**src/wid_pkg.sv**
```systemverilog
// ----------------------------------------------------------------------------
// wid_pkg
// Shared constants for the weighted index draw block: field widths, opcodes,
// register map and parameter defaults.
// ----------------------------------------------------------------------------
`default_nettype none

package wid_pkg;

  // Item field widths
  localparam int OPCODE_W  = 1;
  localparam int INDEX_W   = 6;
  localparam int WEIGHT_W  = 16;
  localparam int UNIFORM_W = 16;

  // Configuration register
  localparam int          CFG_W             = 7;
  localparam logic [6:0]  CFG_ENTRIES_RESET = 7'd64;
  localparam int          APB_ADDR_W        = 3;
  localparam int          APB_DATA_W        = 32;
  localparam logic        REG_ENTRIES       = 1'b0;   // word index of entries_in_use

  // Opcodes
  localparam logic [OPCODE_W-1:0] OP_WRITE = 1'b0;
  localparam logic [OPCODE_W-1:0] OP_DRAW  = 1'b1;

  // Parameter defaults
  localparam int ENTRIES_DEF      = 64;
  localparam int WEIGHT_BITS_DEF  = 16;
  localparam int UNIFORM_BITS_DEF = 16;

  // Multiplier digit for scaling the total by the uniform fraction
  localparam int DIGIT_W = 8;

endpackage

`default_nettype wire

```
**src/wid_in_if.sv**
```systemverilog
// ----------------------------------------------------------------------------
// wid_in_if
// Input channel: weight write or draw request, valid/ready handshake.
// ----------------------------------------------------------------------------
`default_nettype none

interface wid_in_if;
  logic                           valid;
  logic                           ready;
  logic [wid_pkg::OPCODE_W-1:0]   opcode;
  logic [wid_pkg::INDEX_W-1:0]    entry_index;
  logic [wid_pkg::WEIGHT_W-1:0]   weight_value;
  logic [wid_pkg::UNIFORM_W-1:0]  uniform_draw;

  modport source (output valid, output opcode, output entry_index,
                  output weight_value, output uniform_draw, input ready);
  modport sink   (input valid, input opcode, input entry_index,
                  input weight_value, input uniform_draw, output ready);
endinterface

`default_nettype wire

```
**src/wid_out_if.sv**
```systemverilog
// ----------------------------------------------------------------------------
// wid_out_if
// Output channel: drawn index and fall-through flag, valid/ready handshake.
// ----------------------------------------------------------------------------
`default_nettype none

interface wid_out_if;
  logic                         valid;
  logic                         ready;
  logic [wid_pkg::INDEX_W-1:0]  picked_index;
  logic                         fell_through;

  modport source (output valid, output picked_index, output fell_through,
                  input ready);
  modport sink   (input valid, input picked_index, input fell_through,
                  output ready);
endinterface

`default_nettype wire

```
**src/weighted_index_draw.sv**
```systemverilog
// ----------------------------------------------------------------------------
// weighted_index_draw
// Roulette-wheel selection over a table of integer weights kept in one
// synchronous memory, with the running total held beside it.
// ----------------------------------------------------------------------------
// Usage:
//   in_ch carries one item per handshake. opcode OP_WRITE replaces the weight
//   of entry_index and adjusts the total; it gives no result. opcode OP_DRAW
//   scales the total by uniform_draw / 2^UNIFORM_BITS and returns on out_ch
//   the first index whose running sum exceeds that target, or index 0 with
//   fell_through set when none of the walked entries does.
//   The APB port holds entries_in_use (byte address 0), the walk length.
//   One item is worked at a time. A write reads the old weight, then writes
//   the new one and adjusts the total. A draw first multiplies the total by
//   the uniform fraction one 8-bit digit at a time (2 digits by default),
//   then walks the entries from index 0 until one hits or entries_in_use
//   (capped at ENTRIES) are read; a zero walk length goes straight to the
//   result. The walk reads one weight per cycle from the single memory read
//   port; the next item is taken in the cycle after the result.
//   After reset the block clears the weight memory, one entry per cycle,
//   before it accepts an item; APB writes are taken meanwhile.
//   The result waits in an output register while out_ch stalls; the next
//   item is accepted, and only its result is held back until the register
//   frees.
// ----------------------------------------------------------------------------
`default_nettype none

module weighted_index_draw #(
  parameter int ENTRIES      = wid_pkg::ENTRIES_DEF,
  parameter int WEIGHT_BITS  = wid_pkg::WEIGHT_BITS_DEF,
  parameter int UNIFORM_BITS = wid_pkg::UNIFORM_BITS_DEF
) (
  input  wire logic                           clk,
  input  wire logic                           rst,
  wid_in_if.sink                              in_ch,
  wid_out_if.source                           out_ch,
  input  wire logic                           psel,
  input  wire logic                           penable,
  input  wire logic                           pwrite,
  input  wire logic [wid_pkg::APB_ADDR_W-1:0] paddr,
  input  wire logic [wid_pkg::APB_DATA_W-1:0] pwdata,
  output logic      [wid_pkg::APB_DATA_W-1:0] prdata,
  output logic                                pready
);

  localparam int IDX_BITS = $clog2(ENTRIES);
  localparam int TOT_BITS = WEIGHT_BITS + IDX_BITS;
  localparam int UW       = (UNIFORM_BITS < wid_pkg::UNIFORM_W) ? UNIFORM_BITS
                                                                : wid_pkg::UNIFORM_W;
  localparam int DW       = wid_pkg::DIGIT_W;
  localparam int NDIG     = (UW + DW - 1) / DW;
  localparam int UWP      = NDIG * DW;
  localparam int PW       = TOT_BITS + UNIFORM_BITS;
  localparam int DCW      = (NDIG > 1) ? $clog2(NDIG) : 1;
  localparam int CNTW0    = $clog2(ENTRIES + 1);
  localparam int CW       = (CNTW0 > wid_pkg::CFG_W) ? CNTW0 : wid_pkg::CFG_W;

  typedef enum logic [2:0] {
    S_CLEAR, S_IDLE, S_WUPD, S_MUL, S_WALK, S_EMIT
  } state_t;

  state_t                      state;
  logic [IDX_BITS-1:0]         ptr;
  logic                        issue_done;
  logic                        rd_vld;
  logic [IDX_BITS-1:0]         rd_idx;
  logic [DCW-1:0]              dig_cnt;
  logic [wid_pkg::CFG_W-1:0]   entries_in_use;
  logic [TOT_BITS-1:0]         total;
  logic                        out_valid;
  logic [wid_pkg::INDEX_W-1:0] out_index;
  logic                        out_fall;

  // datapath registers
  logic [PW-1:0]               acc;
  logic [UWP-1:0]              u_sh;
  logic [TOT_BITS-1:0]         cum;
  logic [IDX_BITS-1:0]         wr_idx;
  logic [WEIGHT_BITS-1:0]      wr_val;
  logic                        wr_ok;
  logic [IDX_BITS-1:0]         res_idx;
  logic                        res_fall;

  // memory
  logic [WEIGHT_BITS-1:0]      mem [ENTRIES];
  logic [WEIGHT_BITS-1:0]      rd_data;
  logic                        mem_we;
  logic [IDX_BITS-1:0]         mem_waddr;
  logic [WEIGHT_BITS-1:0]      mem_wdata;
  logic [IDX_BITS-1:0]         mem_raddr;

  logic                        in_fire;
  logic                        out_free;
  logic                        cfg_wr;
  logic [IDX_BITS-1:0]         in_idx;
  logic                        in_idx_ok;
  logic [CW-1:0]               lim;
  logic                        lim_zero;
  logic [IDX_BITS-1:0]         walk_last;
  logic [TOT_BITS-1:0]         target;
  logic [TOT_BITS-1:0]         rd_sum;
  logic                        walk_now;
  logic                        hit;
  logic                        walk_end;
  logic [TOT_BITS+DW-1:0]      pp;

  assign in_fire   = in_ch.valid && in_ch.ready;
  assign out_free  = !out_valid || out_ch.ready;
  assign cfg_wr    = psel && penable && pwrite && pready
                     && (paddr[2] == wid_pkg::REG_ENTRIES);
  assign in_idx    = IDX_BITS'(in_ch.entry_index);
  assign in_idx_ok = 32'(in_ch.entry_index) < 32'(ENTRIES);

  // walk length, capped at the table size
  assign lim       = (CW'(entries_in_use) > CW'(ENTRIES)) ? CW'(ENTRIES)
                                                          : CW'(entries_in_use);
  assign lim_zero  = (lim == '0);
  assign walk_last = IDX_BITS'(lim - CW'(1));

  assign target    = acc[PW-1:UNIFORM_BITS];
  assign rd_sum    = cum + TOT_BITS'(rd_data);
  assign walk_now  = (state == S_WALK) && rd_vld;
  assign hit       = walk_now && (rd_sum > target);
  assign walk_end  = walk_now && !hit && (rd_idx == walk_last);
  assign pp        = (TOT_BITS+DW)'(total) * (TOT_BITS+DW)'(u_sh[UWP-1 -: DW]);

  assign mem_we    = (state == S_CLEAR) || ((state == S_WUPD) && wr_ok);
  assign mem_waddr = (state == S_CLEAR) ? ptr : wr_idx;
  assign mem_wdata = (state == S_CLEAR) ? '0 : wr_val;
  assign mem_raddr = (state == S_WALK) ? ptr : in_idx;

  assign in_ch.ready         = (state == S_IDLE);
  assign out_ch.valid        = out_valid;
  assign out_ch.picked_index = out_index;
  assign out_ch.fell_through = out_fall;

  assign pready = 1'b1;
  assign prdata = (paddr[2] == wid_pkg::REG_ENTRIES)
                  ? wid_pkg::APB_DATA_W'(entries_in_use) : '0;

  always_ff @(posedge clk) begin
    if (mem_we) begin
      mem[mem_waddr] <= mem_wdata;
    end
    rd_data <= mem[mem_raddr];
  end

  // control state and registered outputs
  always_ff @(posedge clk) begin
    if (rst) begin
      state          <= S_CLEAR;
      ptr            <= '0;
      issue_done     <= 1'b1;
      rd_vld         <= 1'b0;
      dig_cnt        <= '0;
      entries_in_use <= wid_pkg::CFG_ENTRIES_RESET;
      total          <= '0;
      out_valid      <= 1'b0;
    end else begin
      if (cfg_wr) begin
        entries_in_use <= pwdata[wid_pkg::CFG_W-1:0];
      end
      // raise on a new result, drop once the receiver takes the item
      if ((state == S_EMIT) && out_free) begin
        out_valid <= 1'b1;
      end else if (out_ch.ready) begin
        out_valid <= 1'b0;
      end
      rd_vld <= (state == S_WALK) && !issue_done;

      unique case (state)
        S_CLEAR: begin
          if (ptr == IDX_BITS'(ENTRIES - 1)) begin
            state <= S_IDLE;
          end else begin
            ptr <= ptr + IDX_BITS'(1);
          end
        end
        S_IDLE: begin
          if (in_fire) begin
            dig_cnt <= '0;
            state   <= (in_ch.opcode == wid_pkg::OP_DRAW) ? S_MUL : S_WUPD;
          end
        end
        S_WUPD: begin
          if (wr_ok) begin
            total <= total - TOT_BITS'(rd_data) + TOT_BITS'(wr_val);
          end
          state <= S_IDLE;
        end
        S_MUL: begin
          dig_cnt <= dig_cnt + DCW'(1);
          if (dig_cnt == DCW'(NDIG - 1)) begin
            ptr        <= '0;
            issue_done <= 1'b0;
            state      <= lim_zero ? S_EMIT : S_WALK;
          end
        end
        S_WALK: begin
          if (hit || walk_end) begin
            issue_done <= 1'b1;
            state      <= S_EMIT;
          end else if (!issue_done) begin
            // issue one read per cycle until the last walked entry
            if (ptr == walk_last) begin
              issue_done <= 1'b1;
            end else begin
              ptr <= ptr + IDX_BITS'(1);
            end
          end
        end
        S_EMIT: begin
          if (out_free) begin
            out_index <= wid_pkg::INDEX_W'(res_idx);
            out_fall  <= res_fall;
            state     <= S_IDLE;
          end
        end
        default: state <= S_CLEAR;
      endcase
    end
  end

  // datapath
  always_ff @(posedge clk) begin
    rd_idx <= ptr;
    if (in_fire) begin
      wr_idx <= in_idx;
      wr_val <= WEIGHT_BITS'(in_ch.weight_value);
      wr_ok  <= in_idx_ok;
      acc    <= '0;
      u_sh   <= UWP'(in_ch.uniform_draw[UW-1:0]);
    end
    if (state == S_MUL) begin
      acc  <= (acc << DW) + PW'(pp);
      u_sh <= u_sh << DW;
      cum  <= '0;
      // a zero-length walk falls through
      res_idx  <= '0;
      res_fall <= 1'b1;
    end
    if (walk_now) begin
      cum <= rd_sum;
      if (hit) begin
        res_idx  <= rd_idx;
        res_fall <= 1'b0;
      end else begin
        res_idx  <= '0;
        res_fall <= 1'b1;
      end
    end
  end

`ifndef SYNTHESIS
  a_fall_zero: assert property (@(posedge clk) disable iff (rst)
    out_ch.valid && out_ch.fell_through |-> out_ch.picked_index == '0)
    else $error("fall-through result with nonzero index");

  a_total_hold: assert property (@(posedge clk) disable iff (rst)
    state != S_WUPD |=> $stable(total))
    else $error("weight total changed outside a write update");

  a_cum_bound: assert property (@(posedge clk) disable iff (rst)
    state == S_WALK |-> cum <= total)
    else $error("running sum exceeds weight total");

  a_rd_range: assert property (@(posedge clk) disable iff (rst)
    walk_now |-> rd_idx <= walk_last)
    else $error("walk read beyond the walk length");
`endif

endmodule

`default_nettype wire

```
**src/flat_wrapper.sv**
```systemverilog
// flat-port wrapper written by rule: the top's interface ports become plain ports
module weighted_index_draw_flat 
#(
  parameter int ENTRIES      = wid_pkg::ENTRIES_DEF,
  parameter int WEIGHT_BITS  = wid_pkg::WEIGHT_BITS_DEF,
  parameter int UNIFORM_BITS = wid_pkg::UNIFORM_BITS_DEF
)
  (clk, rst, psel, penable, pwrite, paddr, pwdata, prdata, pready, in_ch_valid, in_ch_opcode, in_ch_entry_index, in_ch_weight_value, in_ch_uniform_draw, in_ch_ready, out_ch_valid, out_ch_picked_index, out_ch_fell_through, out_ch_ready);
  wid_in_if in_ch_i ();
  wid_out_if out_ch_i ();
  input  wire logic clk;
  input  wire logic rst;
  input  wire logic psel;
  input  wire logic penable;
  input  wire logic pwrite;
  input  wire logic [wid_pkg::APB_ADDR_W-1:0] paddr;
  input  wire logic [wid_pkg::APB_DATA_W-1:0] pwdata;
  output logic      [wid_pkg::APB_DATA_W-1:0] prdata;
  output logic pready;
  input wire logic [$bits(in_ch_i.valid)-1:0] in_ch_valid;
  input wire logic [$bits(in_ch_i.opcode)-1:0] in_ch_opcode;
  input wire logic [$bits(in_ch_i.entry_index)-1:0] in_ch_entry_index;
  input wire logic [$bits(in_ch_i.weight_value)-1:0] in_ch_weight_value;
  input wire logic [$bits(in_ch_i.uniform_draw)-1:0] in_ch_uniform_draw;
  output wire logic [$bits(in_ch_i.ready)-1:0] in_ch_ready;
  output wire logic [$bits(out_ch_i.valid)-1:0] out_ch_valid;
  output wire logic [$bits(out_ch_i.picked_index)-1:0] out_ch_picked_index;
  output wire logic [$bits(out_ch_i.fell_through)-1:0] out_ch_fell_through;
  input wire logic [$bits(out_ch_i.ready)-1:0] out_ch_ready;
  assign in_ch_i.valid = in_ch_valid;
  assign in_ch_i.opcode = in_ch_opcode;
  assign in_ch_i.entry_index = in_ch_entry_index;
  assign in_ch_i.weight_value = in_ch_weight_value;
  assign in_ch_i.uniform_draw = in_ch_uniform_draw;
  assign in_ch_ready = in_ch_i.ready;
  assign out_ch_valid = out_ch_i.valid;
  assign out_ch_picked_index = out_ch_i.picked_index;
  assign out_ch_fell_through = out_ch_i.fell_through;
  assign out_ch_i.ready = out_ch_ready;
  weighted_index_draw #(.ENTRIES(ENTRIES), .WEIGHT_BITS(WEIGHT_BITS), .UNIFORM_BITS(UNIFORM_BITS)) u_core (.clk(clk), .rst(rst), .in_ch(in_ch_i), .out_ch(out_ch_i), .psel(psel), .penable(penable), .pwrite(pwrite), .paddr(paddr), .pwdata(pwdata), .prdata(prdata), .pready(pready));
endmodule
```
**config.mk**
```make
export PLATFORM = sky130hd
export DESIGN_NAME = weighted_index_draw_flat
export DESIGN_NICKNAME = d
export VERILOG_FILES = /design/src/wid_pkg.sv /design/src/wid_in_if.sv /design/src/wid_out_if.sv /design/src/weighted_index_draw.sv /design/src/flat_wrapper.sv
export SDC_FILE = /design/constraint.sdc
export NUM_CORES = 2
export LEC_CHECK = 0
export ABC_AREA = 1
export BUFFER_PORTS_ARGS = -buffer_cell sky130_fd_sc_hd__clkbuf_2
export CAP_MARGIN = 15
export CORE_MARGIN = 2
export CORE_UTILIZATION = 68
export CTS_CLUSTER_SIZE = 14
export DETAILED_ROUTE_END_ITERATION = 8
export GPL_TIMING_DRIVEN = 0
export HOLD_SLACK_MARGIN = 0.12
export PLACE_DENSITY_LB_ADDON = 0.05
export SETUP_SLACK_MARGIN = 0.2
export SYNTH_ARGS = -nofsm -noshare
export SYNTH_HDL_FRONTEND = slang
export SYNTH_SLANG_ARGS = --single-unit
```
**constraint.sdc**
```tcl
create_clock -name clk -period 8.8 [get_ports clk]
set_clock_uncertainty 0.15 [all_clocks]
set_input_delay 1.76 -clock clk [delete_from_list [all_inputs] [get_ports clk]]
set_output_delay 1.76 -clock clk [all_outputs]
set_load 0.02 [all_outputs]
```
==> flow_summary.ini <==
[global_routing]
gr-usage-met2_pct = 61.9
grt_pass1_wl_um = 269000
grt-ovfl-total = 0
grt_pass1_vias = 43300
antenna_found_initial = 6
gr-usage-met3_pct = 10.9
grt-busiest-layer = met2
grt_use_total_pct = 41.2
grt_max_degree = 35
met1_usage_pct = 55.5

[sta]
min_period_over_period_pct = 66.1
finalMaxSlewViolations = 0
relSlewSlack_pct = 14.7
fin_ws_ps = 2980
timing.final.setup_violations = 0
fin_setup_tns_ps = 0
rsz0062_at_grt = no
worst_slew_pin_slew_ps = 1270
hold_violations = 0
max_freq_mhz = 172
timing.final.crit_period_ps = 5820

[floorplanning]
pin_count = 123
start_util_pct = 68.6
die_h_um = 300
die_w_um = 300
fp.dieArea_um2 = 89900
num_rows = 108
core_um2 = 86800

[clock_network]
cts-resized-gates = 0
root_buffer = clkbuf_16
htree_levels = 3
cts_buffers = 118
clk_latency_ps = 760
cts_setup_buffers = 0
cts_hold_buf = 0
clk_path_buf_depth = 3
cts_tree = done
cts.clk_slew.worst_paths_ps = 60
clock_sinks = 1200

[synth]
yosys_warnings = 0
synth_cells = 5936
synth-edff-count = 1128
synth.yosys.seq_area_share_pct = 59.4
async_reset_ff_share_pct = 0
synth_seq_cells = 1200
syn-mean-instance-area_um2 = 10.0
synth_cell_types = 46
synth-main-ff-cell = edfxtp_1
syn-cell-area_um2 = 59500

[setup_path]
slowest_stage = clkbuf_1
critical_path_buf_inv_count = 4
r2r_start = u_core.u_sh[14]
end_kind = register
startpoint_type = register
r2r_cells = 17
worstPathRequired_ps = 9110
r2r-end = u_core.acc[37]
critPathMaxFanout = 10
r2r_setup_slack_ps = 2980
crit_type = register to register
path_cells = clkbuf_1 -> nand2_1 -> inv_1 -> fa_1 -> inv_1 -> fa_1 -> fa_1 -> fa_1 -> inv_1 -> ha_1 -> nand2_1 -> nor4_1 -> nand2_1 -> o21ai_0 -> nand3_1 -> nand2_1 -> nor2_1
crit_family = adder cells
crit_arrival_ps = 6120
cp_slowest_stage_delay_ps = 610

[drt]
avgViaCountPerCell = 6.08
dr.first_iter.drc_count = 6678
drt-pass1-iter-count = 9
wl_per_cell_um = 24.7
drt_wl_total_um = 185000
remaining_drc_errors = 0
vias = 45500
drtAntennaViolNets = 0

[worst_hold_path]
hp-start = u_core.ptr[2]
holdPathEnd = u_core.rd_idx[2]
hold_path_depth = 0
hp-class = register to register

[flow_run]
drv_cap = 0

[place]
dp_cells = 7267
hpwlAfterDp_um = 134000
portBuffers = 67
place_ws_ps = 3080
place.gp.congestion = 0.987

[power]
p_leak_nw = 28.5
max-vdd-ir-drop_v = 0.000216
p_total_w = 0.0211
powerDensity_nw_per_um2 = 314

[cells_and_area]
drive_gt1_share_pct = 9.82
final_cells = 7482
nets = 6591
synthToLayoutAreaGrowth_pct = 12.9

[run_status]
outcome = completed
-- cells in the mapped netlist, types with 7 or more instances --
cell	n	area (µm²)
fa_1	158	3160
nor2_1	260	976
nand4_1	17	106
nand3_1	587	2940
dfxtp_1	72	1440
ha_1	120	1500
a21oi_1	154	771
o21ai_0	141	706
xor2_1	20	175
nand2_1	1848	6940
o21ai_1	21	105
o211ai_1	178	1340
xnor2_1	14	123
clkbuf_1	92	345
a21o_1	7	52.6
buf_4	65	488
o21bai_1	9	67.6
edfxtp_1	1128	33900
nor3_1	25	125
buf_2	131	656
buf_1	16	60.1
inv_1	796	2990
a22o_1	8	70.1
-- power breakdown --
group	switching [W]	internal (W)
sequential	0.000239	0.00731
clock	0.00221	0.00292
combinational	0.00612	0.00231
-- registers in the layout (all words and copies together), names as in the netlist, 7 cells and up --
| name | flops |
|---|---|
| u_core.u_sh | 16 |
| u_core.rd_data | 16 |
| u_core.total | 22 |
| u_core.entries_in_use | 7 |
| u_core.mem | 1024 |
| u_core.acc | 38 |
| u_core.wr_val | 16 |
| u_core.cum | 22 |
-- cell families (layout without fill, tap and decap cells) --
group                      count (synthesis)  in the layout  synth area share, %
other                                      2             27               0.0126
AOI/OAI and AO/OA                        545            545                 5.57
and+or+nand+nor                         2767           2767                 19.0
buffers and inverters                   1110           1476                 7.74
DFF                                     1200           1200                 59.4
adders and majority gates                278            278                 7.84
xor gates and xnor gates                  34             34                0.501
-- metrics by stage --
step	util [%]	instance area [µm²]	hold WS, ps
floorplan	-	59600	179
global placement	70.7	61400	186
detailed placement	72.9	63300	209
CTS	77.4	67200	215
global route	77.4	67200	223
finish	77.4	67200	215
-- worst max path at each step --
stage,to,depth (start not counted),start,slack [ps]
2_1_floorplan,u_core.acc[37],17,u_core.u_sh[8],4170
3_3_place_gp,u_core.mem[32][8],6,u_core.state[2],1790
3_5_place_dp,u_core.acc[32],17,u_core.u_sh[14],3080
4_1_cts,u_core.acc[36],18,u_core.u_sh[14],3030
5_1_grt,u_core.acc[37],17,u_core.u_sh[14],2630
6_report,u_core.acc[37],17,u_core.u_sh[14],2980
-- cell type report --
class / count / area (µm²)
Tap cell: 1155 / 1450
Timing Repair Buffer: 152 / 1980
Clock inverter: 70 / 811
Buffer: 308 / 1600
Inverter: 802 / 3010
Antenna cell: 1 / 2.50
Sequential cell: 1200 / 35300
Multi-Input combinational cell: 3650 / 19900
Fill cell: 5761 / 19600
Clock buffer: 144 / 3070
-- metal layers --
metal	up-vias	wire, µm
li1	20200	-
met4	6	11200
met5	-	130
met3	604	25600
met2	3214	81200
met1	21500	66700
-- worst register-to-register path, stage by stage (launching register included) --
cell and delay, ps:
edfxtp_1 530, clkbuf_1 620, nand2_1 160, inv_1 120, fa_1 420, inv_1 80
fa_1 420, fa_1 410, fa_1 510, inv_1 40, ha_1 420, nand2_1 200
nor4_1 530, nand2_1 100, o21ai_0 550, nand3_1 140, nand2_1 110, nor2_1 60
-- layout by cell type (no fill, tap or decap), types with 6 or more instances in the layout --
cell and count:
dfxtp_1 72, a21o_1 7, o211ai_1 178, xor2_1 20, nor2_2 68, ha_1 120
nand2_1 1847, clkinv_2 18, bufinv_16 15, clkbuf_1 117, nor2_4 16, or2_2 6
edfxtp_1 1128, conb_1 26, nand4_1 17, o21bai_1 9, nand3_1 587, buf_8 35
a21oi_1 154, nor2_1 181, o21ai_0 141, clkbuf_16 119, xnor2_1 14, clkbuf_2 67
nor3_1 25, buf_16 25, inv_1 796, o21a_1 6, o21ai_1 21, fa_1 158
buf_6 11, clkinv_1 25, buf_1 15, buf_2 132, a22o_1 8, buf_12 17
nor4_1 6, buf_4 66
Note: power is estimated with default switching activity, not from simulation.
